File: src/rtl/core/modinv_pkg.sv
package modinv_pkg;

   // Default operand width in bits.
   localparam int WIDTH_DEFAULT = 63;

   // Sequencer of the Euclid engine.
   typedef enum logic [1:0] {
      ST_IDLE,
      ST_GROW,
      ST_SHRINK,
      ST_FINISH
   } state_type;

   // From the top level to the engine.
   typedef struct packed {
      logic start;   // an input transfer is taking place
      logic taken;   // the output register can take the result this cycle
   } ctrl_type;

   // From the engine to the top level.
   typedef struct packed {
      logic idle;    // ready for a new operand pair
      logic done;    // the result on the inverse bus is final
   } status_type;

endpackage

File: src/rtl/core/modinv_core.sv
module modinv_core #(
   parameter int WIDTH = modinv_pkg::WIDTH_DEFAULT
) (
   input  logic                   clock,
   input  logic                   reset,
   input  modinv_pkg::ctrl_type   ctrl,
   input  logic [WIDTH-1:0]       value,
   input  logic [WIDTH-1:0]       modulus,
   output modinv_pkg::status_type status,
   output logic [WIDTH-1:0]       inverse
);

   // Coefficients stay within twice the modulus in magnitude, plus a sign bit.
   localparam int SW = WIDTH + 2;
   localparam int KW = $clog2(WIDTH);

   modinv_pkg::state_type state_ff, state_in;

   logic [WIDTH-1:0]        n_ff;     // modulus, kept for the final correction
   logic [WIDTH-1:0]        r1_ff;    // divisor of the current quotient step
   logic signed [SW-1:0]    s0_ff;    // coefficient belonging to the dividend
   logic signed [SW-1:0]    s1_ff;    // coefficient belonging to the divisor
   logic [WIDTH-1:0]        rem_ff;   // partial remainder of the current step
   logic signed [SW-1:0]    sacc_ff;  // s0 minus the partial quotient times s1
   logic [WIDTH-1:0]        d_ff;     // divisor shifted left by k
   logic signed [SW-1:0]    m_ff;     // s1 shifted left by k
   logic [KW-1:0]           k_ff;

   logic                    grow_fits;
   logic                    shrink_fits;
   logic [WIDTH-1:0]        rem_next;
   logic signed [SW-1:0]    sacc_next;

   logic                    load;
   logic                    grow_step;
   logic                    shrink_step;
   logic                    step_end;

   // Shared compare and subtract unit.
   always_comb begin
      grow_fits   = {d_ff, 1'b0} <= {1'b0, rem_ff};
      shrink_fits = d_ff <= rem_ff;
      rem_next    = shrink_fits ? rem_ff - d_ff : rem_ff;
      sacc_next   = shrink_fits ? sacc_ff - m_ff : sacc_ff;
   end

   always_comb begin
      state_in = state_ff;
      unique case (state_ff)
         modinv_pkg::ST_IDLE: begin
            if (ctrl.start) begin
               state_in = (modulus == '0) ? modinv_pkg::ST_FINISH : modinv_pkg::ST_GROW;
            end
         end
         modinv_pkg::ST_GROW: begin
            if (!grow_fits) begin
               state_in = modinv_pkg::ST_SHRINK;
            end
         end
         modinv_pkg::ST_SHRINK: begin
            if (k_ff == '0) begin
               state_in = (rem_next == '0) ? modinv_pkg::ST_FINISH : modinv_pkg::ST_GROW;
            end
         end
         modinv_pkg::ST_FINISH: begin
            if (ctrl.taken) begin
               state_in = modinv_pkg::ST_IDLE;
            end
         end
      endcase
   end

   always_comb begin
      load        = (state_ff == modinv_pkg::ST_IDLE) && ctrl.start;
      grow_step   = (state_ff == modinv_pkg::ST_GROW) && grow_fits;
      shrink_step = (state_ff == modinv_pkg::ST_SHRINK);
      step_end    = shrink_step && (k_ff == '0);
      status.idle = (state_ff == modinv_pkg::ST_IDLE);
      status.done = (state_ff == modinv_pkg::ST_FINISH);
   end

   always_ff @(posedge clock) begin
      if (reset) begin
         state_ff <= modinv_pkg::ST_IDLE;
      end else begin
         state_ff <= state_in;
      end
   end

   always_ff @(posedge clock) begin
      if (load) begin
         n_ff    <= modulus;
         r1_ff   <= modulus;
         s0_ff   <= SW'(1);
         s1_ff   <= '0;
         rem_ff  <= value;
         sacc_ff <= SW'(1);
         d_ff    <= modulus;
         m_ff    <= '0;
         k_ff    <= '0;
      end else if (grow_step) begin
         d_ff <= d_ff << 1;
         m_ff <= m_ff <<< 1;
         k_ff <= k_ff + KW'(1);
      end else if (step_end) begin
         // Quotient step complete: the divisor becomes the next dividend.
         r1_ff   <= rem_next;
         s0_ff   <= s1_ff;
         s1_ff   <= sacc_next;
         rem_ff  <= r1_ff;
         sacc_ff <= s1_ff;
         d_ff    <= rem_next;
         m_ff    <= sacc_next;
         k_ff    <= '0;
      end else if (shrink_step) begin
         rem_ff  <= rem_next;
         sacc_ff <= sacc_next;
         d_ff    <= d_ff >> 1;
         m_ff    <= m_ff >>> 1;
         k_ff    <= k_ff - KW'(1);
      end
   end

   // The final coefficient lies strictly between minus and plus the modulus.
   always_comb begin
      if (n_ff == '0) begin
         inverse = '0;
      end else if (s0_ff[SW-1]) begin
         inverse = n_ff + s0_ff[WIDTH-1:0];
      end else begin
         inverse = s0_ff[WIDTH-1:0];
      end
   end

endmodule

File: src/rtl/core/modular_inverse_unit.sv
// Modular inverse unit, extended Euclidean algorithm.
//
// The request channel carries a value and a modulus; the response channel
// returns the Bezout coefficient of the value reduced into 0..modulus-1, which
// is the modular inverse when the two are coprime. Coprimality is not checked.
// A modulus of zero or one returns zero.
//
// One operand pair is worked on at a time. Each Euclid quotient step runs on a
// single shared compare and subtract unit: the divisor is doubled as long as
// its double does not pass the remainder, then halved back while conditional
// subtractions form the remainder and the new coefficient. req_tready is low
// for the whole time that a pair is being worked on.
//
// The result sits in an output register, so the next pair is accepted while a
// result still waits for rsp_tready. If the receiver stalls longer, the engine
// holds its finished result and stays busy until the register frees up.
// Reset is synchronous and leaves the unit idle with no response pending.
module modular_inverse_unit #(
   parameter int WIDTH = modinv_pkg::WIDTH_DEFAULT
) (
   input  logic                                 clock,
   input  logic                                 reset,
   input  logic                                 req_tvalid,
   output logic                                 req_tready,
   // Fields from bit 0 up: value, modulus, zero fill to whole bytes.
   input  logic [((2 * WIDTH + 7) / 8) * 8 - 1:0] req_tdata,
   output logic                                 rsp_tvalid,
   input  logic                                 rsp_tready,
   // Fields from bit 0 up: inverse, zero fill to whole bytes.
   output logic [((WIDTH + 7) / 8) * 8 - 1:0]     rsp_tdata
);

   localparam int RSP_W = ((WIDTH + 7) / 8) * 8;

   modinv_pkg::ctrl_type   ctrl;
   modinv_pkg::status_type status;

   logic [WIDTH-1:0] value;
   logic [WIDTH-1:0] modulus;
   logic [WIDTH-1:0] inverse;

   logic             rsp_tvalid_ff, rsp_tvalid_in;
   logic [WIDTH-1:0] inverse_ff, inverse_in;

   assign value   = req_tdata[WIDTH-1:0];
   assign modulus = req_tdata[2*WIDTH-1:WIDTH];

   assign req_tready = status.idle;

   // The output register can load whenever it is empty or being drained.
   always_comb begin
      ctrl.start = req_tvalid && status.idle;
      ctrl.taken = !rsp_tvalid_ff || rsp_tready;
   end

   modinv_core #(
      .WIDTH (WIDTH)
   ) u_core (
      .clock   (clock),
      .reset   (reset),
      .ctrl    (ctrl),
      .value   (value),
      .modulus (modulus),
      .status  (status),
      .inverse (inverse)
   );

   always_comb begin
      rsp_tvalid_in = rsp_tvalid_ff;
      inverse_in    = inverse_ff;
      if (ctrl.taken) begin
         rsp_tvalid_in = status.done;
         if (status.done) begin
            inverse_in = inverse;
         end
      end
   end

   always_ff @(posedge clock) begin
      if (reset) begin
         rsp_tvalid_ff <= 1'b0;
      end else begin
         rsp_tvalid_ff <= rsp_tvalid_in;
      end
   end

   always_ff @(posedge clock) begin
      inverse_ff <= inverse_in;
   end

   assign rsp_tvalid = rsp_tvalid_ff;
   assign rsp_tdata  = RSP_W'(inverse_ff);

endmodule

File: config.mk
export PLATFORM = sky130hd
export DESIGN_NAME = modular_inverse_unit
export DESIGN_NICKNAME = d
export VERILOG_FILES = /design/src/rtl/core/modinv_pkg.sv /design/src/rtl/core/modinv_core.sv /design/src/rtl/core/modular_inverse_unit.sv
export SDC_FILE = /design/constraint.sdc
export NUM_CORES = 2
export LEC_CHECK = 0
export ABC_AREA = 1
export BUFFER_PORTS_ARGS = -buffer_cell sky130_fd_sc_hd__buf_2
export CORE_MARGIN = 3
export CORE_UTILIZATION = 60
export CTS_BUF_LIST = sky130_fd_sc_hd__clkbuf_8 sky130_fd_sc_hd__clkbuf_16
export DETAILED_ROUTE_END_ITERATION = 12
export HOLD_SLACK_MARGIN = 0.12
export MAX_ROUTING_LAYER = met4
export PLACE_DENSITY = 0.85
export SKIP_CTS_REPAIR_TIMING = 1
export SLEW_MARGIN = 20
export SYNTH_ARGS = -nofsm -noshare
export SYNTH_HDL_FRONTEND = slang
export SYNTH_SLANG_ARGS = --single-unit
export TNS_END_PERCENT = 20
File: constraint.sdc
create_clock -name clock -period 10.48 [get_ports clock]
set_input_delay 1.048 -clock clock [delete_from_list [all_inputs] [get_ports clock]]
set_output_delay 1.048 -clock clock [all_outputs]
set_load 0.05 [all_outputs]
==> Word-level counts from Yosys, hierarchy flattened <==
Index checks and enable logic that the tools add are counted.
{ "word_totals": {"register_bits": 584, "input_bits": 132, "wordCells": 83} }
{ "op_classes": {"n_addsub": 5, "n_lt_le_gt_ge": 2, "eq_ne": 8, "n_mux": 29, "bitwise": 1, "reduce_logical": 24} }
{ "op_table": {"columns": ["cell", "n"], "rows": [
  ["2-to-1 mux 63 bit", 13],
  ["2-to-1 mux 65 bit", 5],
  ["logical NOT 63 bit", 3],
  ["subtractor 65 bit", 1],
  ["less-or-equal comparator 64 x 63 -> 1 bit", 1],
  ["2-to-1 mux 64 bit", 1],
  ["adder 63 bit", 1],
  ["less-or-equal comparator 63 bit", 1],
  ["subtractor 63 bit", 1],
  ["2-to-1 mux 6 bit", 3],
  ["2-to-1 mux 2 bit", 6],
  ["AND reduction 2 bit", 5],
  ["case mux 2 bit (4 select lines)", 1],
  ["adder 6 x 1 -> 6 bit (second input constant)", 1],
  ["logical NOT 6 bit", 1],
  ["inequality test 2 bit (second input constant)", 3],
  ["nonzero test 2 bit", 3],
  ["nonzero test 3 bit", 2],
  ["subtractor 6 x 1 -> 6 bit (second input constant)", 1],
  ["== test 2 bit (second input constant)", 2],
  ["logical AND 1 bit", 4],
  ["inequality test 2 x 1 -> 1 bit (second input constant)", 2],
  ["AND reduction 4 bit", 1],
  ["nonzero test 4 bit", 1],
  ["other kinds (6)", 6]
]} }

==> Depth between registers and ports, before layout <==
{ "logic_depth": {"word_depth": 6, "mapped_depth": 26, "mapped_depth_nobuf": 24} }

==> Modules after synthesis <==
A second synthesis with hierarchy kept.
{ "unflattened": {"hier_cells": 6267, "area_unflattened_um2": 42400.7} }
{ "modules_own_cells": {"columns": ["mod", "n_inst", "cells_per_inst", "area_each_um2"], "rows": [
  ["modinv_core", 1, 6194, 40442.5],
  ["modular_inverse_unit", 1, 73, 1958.1]
]} }

==> Least setup slack after synthesis <==
Ideal clock, no wire load.
{ "synth_timing": {"kind": "reg-to-reg", "start": "register u_core.state_ff[0]", "end": "register u_core.n_ff[0], enable pin", "setup_time_ns": 0.452, "arrival_time_ns": 3.909, "required_time_ns": 10.028, "path_slack_ns": 6.119, "stages_incl_launch_ff": 7, "path_buffers": 3, "path_cell_list": "dfxtp_1 -> nor2_1 -> nand2_1 -> inv_2 -> clkbuf_1 -> clkbuf_1 -> clkbuf_1"} }
{ "synth_via": {"elab_chain_len": 3} }
{ "synth_lines": {"columns": ["item", "line", "source"], "rows": [
  ["start: declaration", "modinv_core.sv:17", "modinv_pkg::state_type state_ff, state_in;"],
  ["start signal: assignment", "modinv_core.sv:84", "state_ff <= modinv_pkg::ST_IDLE;"],
  ["start signal: assignment", "modinv_core.sv:86", "state_ff <= state_in;"],
  ["logical NOT 2 bit *", "modinv_core.sv:78", "status.idle = (state_ff == modinv_pkg::ST_IDLE);"],
  ["net req_tready", "modular_inverse_unit.sv:24", "output logic req_tready,"],
  ["logical AND 1 bit", "modular_inverse_unit.sv:52", "ctrl.start = req_tvalid && status.idle;"],
  ["logical AND 1 bit *", "modinv_core.sv:74", "load = (state_ff == modinv_pkg::ST_IDLE) && ctrl.start;"],
  ["net u_core.load", "modinv_core.sv:34", "logic load;"],
  ["end signal: assignment", "modinv_core.sv:92", "n_ff <= modulus;"],
  ["end: declaration", "modinv_core.sv:19", "logic [WIDTH-1:0] n_ff;"]
]} }
The timed path passes the listed nets; every way through them passes the cells marked *.
A chain may end at the register's enable or synchronous reset.

==> Worst setup path after layout <==
{ "layout_timing": {"start": "register u_core.rem_ff[47]", "end": "register u_core.d_ff[50], data pin"} }
{ "layout_via": {"elab_chain_len": 5} }
{ "layout_lines": {"columns": ["item", "line", "source"], "rows": [
  ["start: declaration", "modinv_core.sv:23", "logic [WIDTH-1:0] rem_ff;"],
  ["start signal: assignment", "modinv_core.sv:96", "rem_ff <= value;"],
  ["start signal: assignment", "modinv_core.sv:110", "rem_ff <= r1_ff;"],
  ["start signal: assignment", "modinv_core.sv:116", "rem_ff <= rem_next;"],
  ["subtractor 63 bit or less-or-equal comparator 63 bit (tied branches)", "modinv_core.sv:43, modinv_core.sv:42", null],
  ["2-to-1 mux 63 bit", "modinv_core.sv:43", "rem_next = shrink_fits ? rem_ff - d_ff : rem_ff;"],
  ["2-to-1 mux 63 bit", "modinv_core.sv:105", "end else if (step_end) begin"],
  ["2-to-1 mux 63 bit *", "modinv_core.sv:101", "end else if (grow_step) begin"],
  ["2-to-1 mux 63 bit *", "modinv_core.sv:91", "if (load) begin"],
  ["end signal: assignment", "modinv_core.sv:98", "d_ff <= modulus;"],
  ["end signal: assignment", "modinv_core.sv:102", "d_ff <= d_ff << 1;"],
  ["end signal: assignment", "modinv_core.sv:112", "d_ff <= rem_next;"],
  ["end: declaration", "modinv_core.sv:25", "logic [WIDTH-1:0] d_ff;"]
]} }
Mark *: on every way between the ends. The rest lies on a longest branch, timed or not.

==> parameters.txt <==
Parameter                              Value

Outcome
  Run status    finished, final reports clean

Clocking
  CTS sink count    583
  Deepest clock path buffer count    3
  Clock root buffer master    sky130_fd_sc_hd__clkbuf_16
  CTS clock-pin slew for the worst setup and hold paths    around 0.060 ns
  H-Tree Level Count    2
  Clock insertion delay at the later pin of the skew report    0.66 ns
  Cts bufs inserted    around 60
  TritonCTS clock tree    done

Yosys
  Cell taking the most area after synthesis    sky130_fd_sc_hd__edfxtp_1
  Top FF cell, synth    sky130_fd_sc_hd__edfxtp_1
  Ys async rst share    0%
  Number of warnings printed during yosys synthesis    0
  Largest cells by area after synthesis    sky130_fd_sc_hd__edfxtp_1, sky130_fd_sc_hd__nand2_1, sky130_fd_sc_hd__dfxtp_1, sky130_fd_sc_hd__inv_1, sky130_fd_sc_hd__ha_1
  Avg Synthesized Cell Area    approximately 6.8 um2
  Yosys cell types    52
  Syn Std Cell Area    0.0423 mm2
  Sequential cell area fraction in the yosys report    35.0%
  Flop and latch count out of synthesis    between 500 and 600
  Syn Nets    6637
  Post-synth top area share    between 20% and 30%
  Count of flip-flops with a built-in enable after synthesis    between 300 and 400
  Gate count after technology mapping    around 6.2k

Layout
  Commonest cells after routing, fill and taps aside    sky130_fd_sc_hd__nand2_1, sky130_fd_sc_hd__inv_1, sky130_fd_sc_hd__o21ai_0
  Fraction of final layout cells sized beyond drive strength 1    ~6.2%
  Area of the multi-input gates    approximately 0.023 mm2
  Post-layout utilization of the core    66.6%
  Nets    6731
  Post-synthesis to final-layout area growth    8.84%
  Most common cell after layout, fill and taps aside    sky130_fd_sc_hd__nand2_1
  Combined flip-flop and latch cell area    0.0148 mm2
  Layout fillers    roughly 6.2k

Setup path
  Endpoint class of the critical path    flop
  Data required time of the worst path    approximately 11 ns
  Kind of start point of the critical path    flop
  R2r setup slk    around 5.2 ns
  Maximum fanout count along the critical path    34
  Critical path arrival    about 5.6 ns
  Cell count of the worst reg-to-reg path    17
  Critical path class    flop to flop

Route
  Average wire per standard cell    roughly 23 um
  Number of detailed-routing iterations run before antenna repair    7
  Total routed wirelength    approximately 170000 um
  Drc violations    0
  Number of violations reported at the end of detailed-routing iteration 0    6447
  Routed Antenna Nets    0
  Total number of vias    ~45k
  Mean number of vias per cell    6.11

STA
  Pin slew with the least headroom to its limit    1.18 ns
  Worst hold margin    between 0.4 and 0.5 ns
  Maximum frequency from static timing analysis    roughly 0.19 GHz
  Final worst path period share    between 40% and 50%
  Post-route setup TNS    0 ns
  Post-Route Skew    slightly below 0.03 ns
  Number of endpoints with negative hold slack in the final report    0
  PnR worst setup slack    roughly 5.2 ns
  RSZ-0062 raised after global routing    false
  # setup viols final    0
  Max-slew violation count    0
  Fin crit period    5.23 ns
  Relative slew margins    between 20% and 30%

Global routing
  Initial antenna violation count    9
  Met2 routing resource usage after global routing    66.2%
  Wire length of the first global-routing pass    approximately 250000 um
  Vias in the first global route    41.8k
  Routing usage on met1    between 50% and 60%
  Most congested layer reported by global routing    met2
  Met3 track demand over resource    about 10%
  Total routing resource utilization after global routing    44.8%
  Largest net degree at the start of global routing    117
  Total global routing overflow    0

Placement
  Total of buffers placed on input and output ports    194
  Setup slack after placement    ~5.5 ns
  Final weighted congestion of routability-driven global placement    approximately 1.1
  Post-detail-place hpwl    approximately 130000 um

Floorplanning
  Core box area    0.0692 mm2
  Overall die height    between 200 and 300 um
  Site Rows    between 90 and 100
  Die area    0.0738 mm2
  Starting Density    61.2%
  I/O pins    ~200
  Chip width    272 um

Run
  Max-Cap Viols    0

Hold path
  Kind of path behind the tightest hold check    flop to flop
  Number of stages on the worst hold path    2
[layer usage]
layer  part of all wire [%]  routed length, um
met5                      0                  0
met4                    7.6              12600
met3                     12              20600
met2                     42              69700
met1                     38              63200
[cell type report]
type / instances / share of cell area, %
inverters: 974 / 7.97
multi-input cells: 4494 / 50.1
well taps: 931 / 2.53
flip-flops and latches: 583 / 32.2
clock inverters: 40 / 0.725
clock buffers: 75 / 3.81
repair buffers: 228 / 2.69
diodes: 7 / 0.0380
[registers in the layout (all words and copies together) (netlist names)]
register / flops
u_core.m_ff: 65
u_core.sacc_ff: 65
u_core.n_ff: 63
u_core.s0_ff: 64
u_core.rem_ff: 63
u_core.k_ff: 6
u_core.s1_ff: 65
u_core.state_ff: 2
u_core.r1_ff: 63
inverse_ff: 63
u_core.d_ff: 63
rsp_tvalid: 1
[logic make-up (layout without fill, tap and decap cells)]
logic type	after synthesis	after routing	synth area share [%]
AO/OA/AOI/OAI	1229	1229	16.5
XOR/XNOR	116	116	2.40
buffers and inverters	1171	1317	10.6
other	1	8	0.00886
AND/OR/NAND/NOR	2891	2891	27.8
adder cells (fa/ha/maj)	257	257	7.65
flip-flops	583	583	35.0
[synthesized netlist by cell type, types with 46 or more instances]
master                     count
sky130_fd_sc_hd__nor2_1      472
sky130_fd_sc_hd__nand4_1      51
sky130_fd_sc_hd__o21ai_0     472
sky130_fd_sc_hd__nor4_1       46
sky130_fd_sc_hd__edfxtp_1    315
sky130_fd_sc_hd__nand2_1    1875
sky130_fd_sc_hd__clkbuf_1    132
sky130_fd_sc_hd__o211ai_1    118
sky130_fd_sc_hd__nand3_1     357
sky130_fd_sc_hd__a21oi_1     364
sky130_fd_sc_hd__xor2_1       63
sky130_fd_sc_hd__ha_1        254
sky130_fd_sc_hd__a31oi_1     100
sky130_fd_sc_hd__inv_1       957
sky130_fd_sc_hd__xnor2_1      53
sky130_fd_sc_hd__dfxtp_1     268
[critical path, cell delays in order (launching register included)]
cell	delay, ns
sky130_fd_sc_hd__edfxtp_1	0.38
sky130_fd_sc_hd__inv_1	0.07
sky130_fd_sc_hd__ha_1	0.30
sky130_fd_sc_hd__nand2_1	0.08
sky130_fd_sc_hd__inv_1	0.07
sky130_fd_sc_hd__nand3_1	0.09
sky130_fd_sc_hd__nor3_1	0.33
sky130_fd_sc_hd__nand3_1	0.23
sky130_fd_sc_hd__nor3_1	0.65
sky130_fd_sc_hd__nand4_1	0.19
sky130_fd_sc_hd__nand2_1	0.17
sky130_fd_sc_hd__nand2_4	0.20
sky130_fd_sc_hd__nand2_2	0.14
sky130_fd_sc_hd__buf_4	0.57
sky130_fd_sc_hd__buf_4	0.50
sky130_fd_sc_hd__inv_2	0.50
sky130_fd_sc_hd__a21oi_1	0.33
sky130_fd_sc_hd__o21ai_1	0.09
[final timing paths]
path | from | endpoint
worst max-delay path | u_core.rem_ff[47] | u_core.d_ff[50]
worst min-delay path | u_core.s1_ff[21] | u_core.s1_ff[21]
worst max register to register | u_core.rem_ff[47] | u_core.d_ff[50]
worst min register to register | u_core.s1_ff[21] | u_core.s1_ff[21]
[per-stage QoR]
step                      cells  instance area (um2)
after detailed placement   7210                44000
after global routing       7331                46100
after global placement     7210                44000
after floorplan            6248                42300
final                      7332                46100
after CTS                  7325                46000
Power is left out: the tool's default activity adds up to more than one toggle a clock period on the data nets, which glitch-free logic cannot reach.
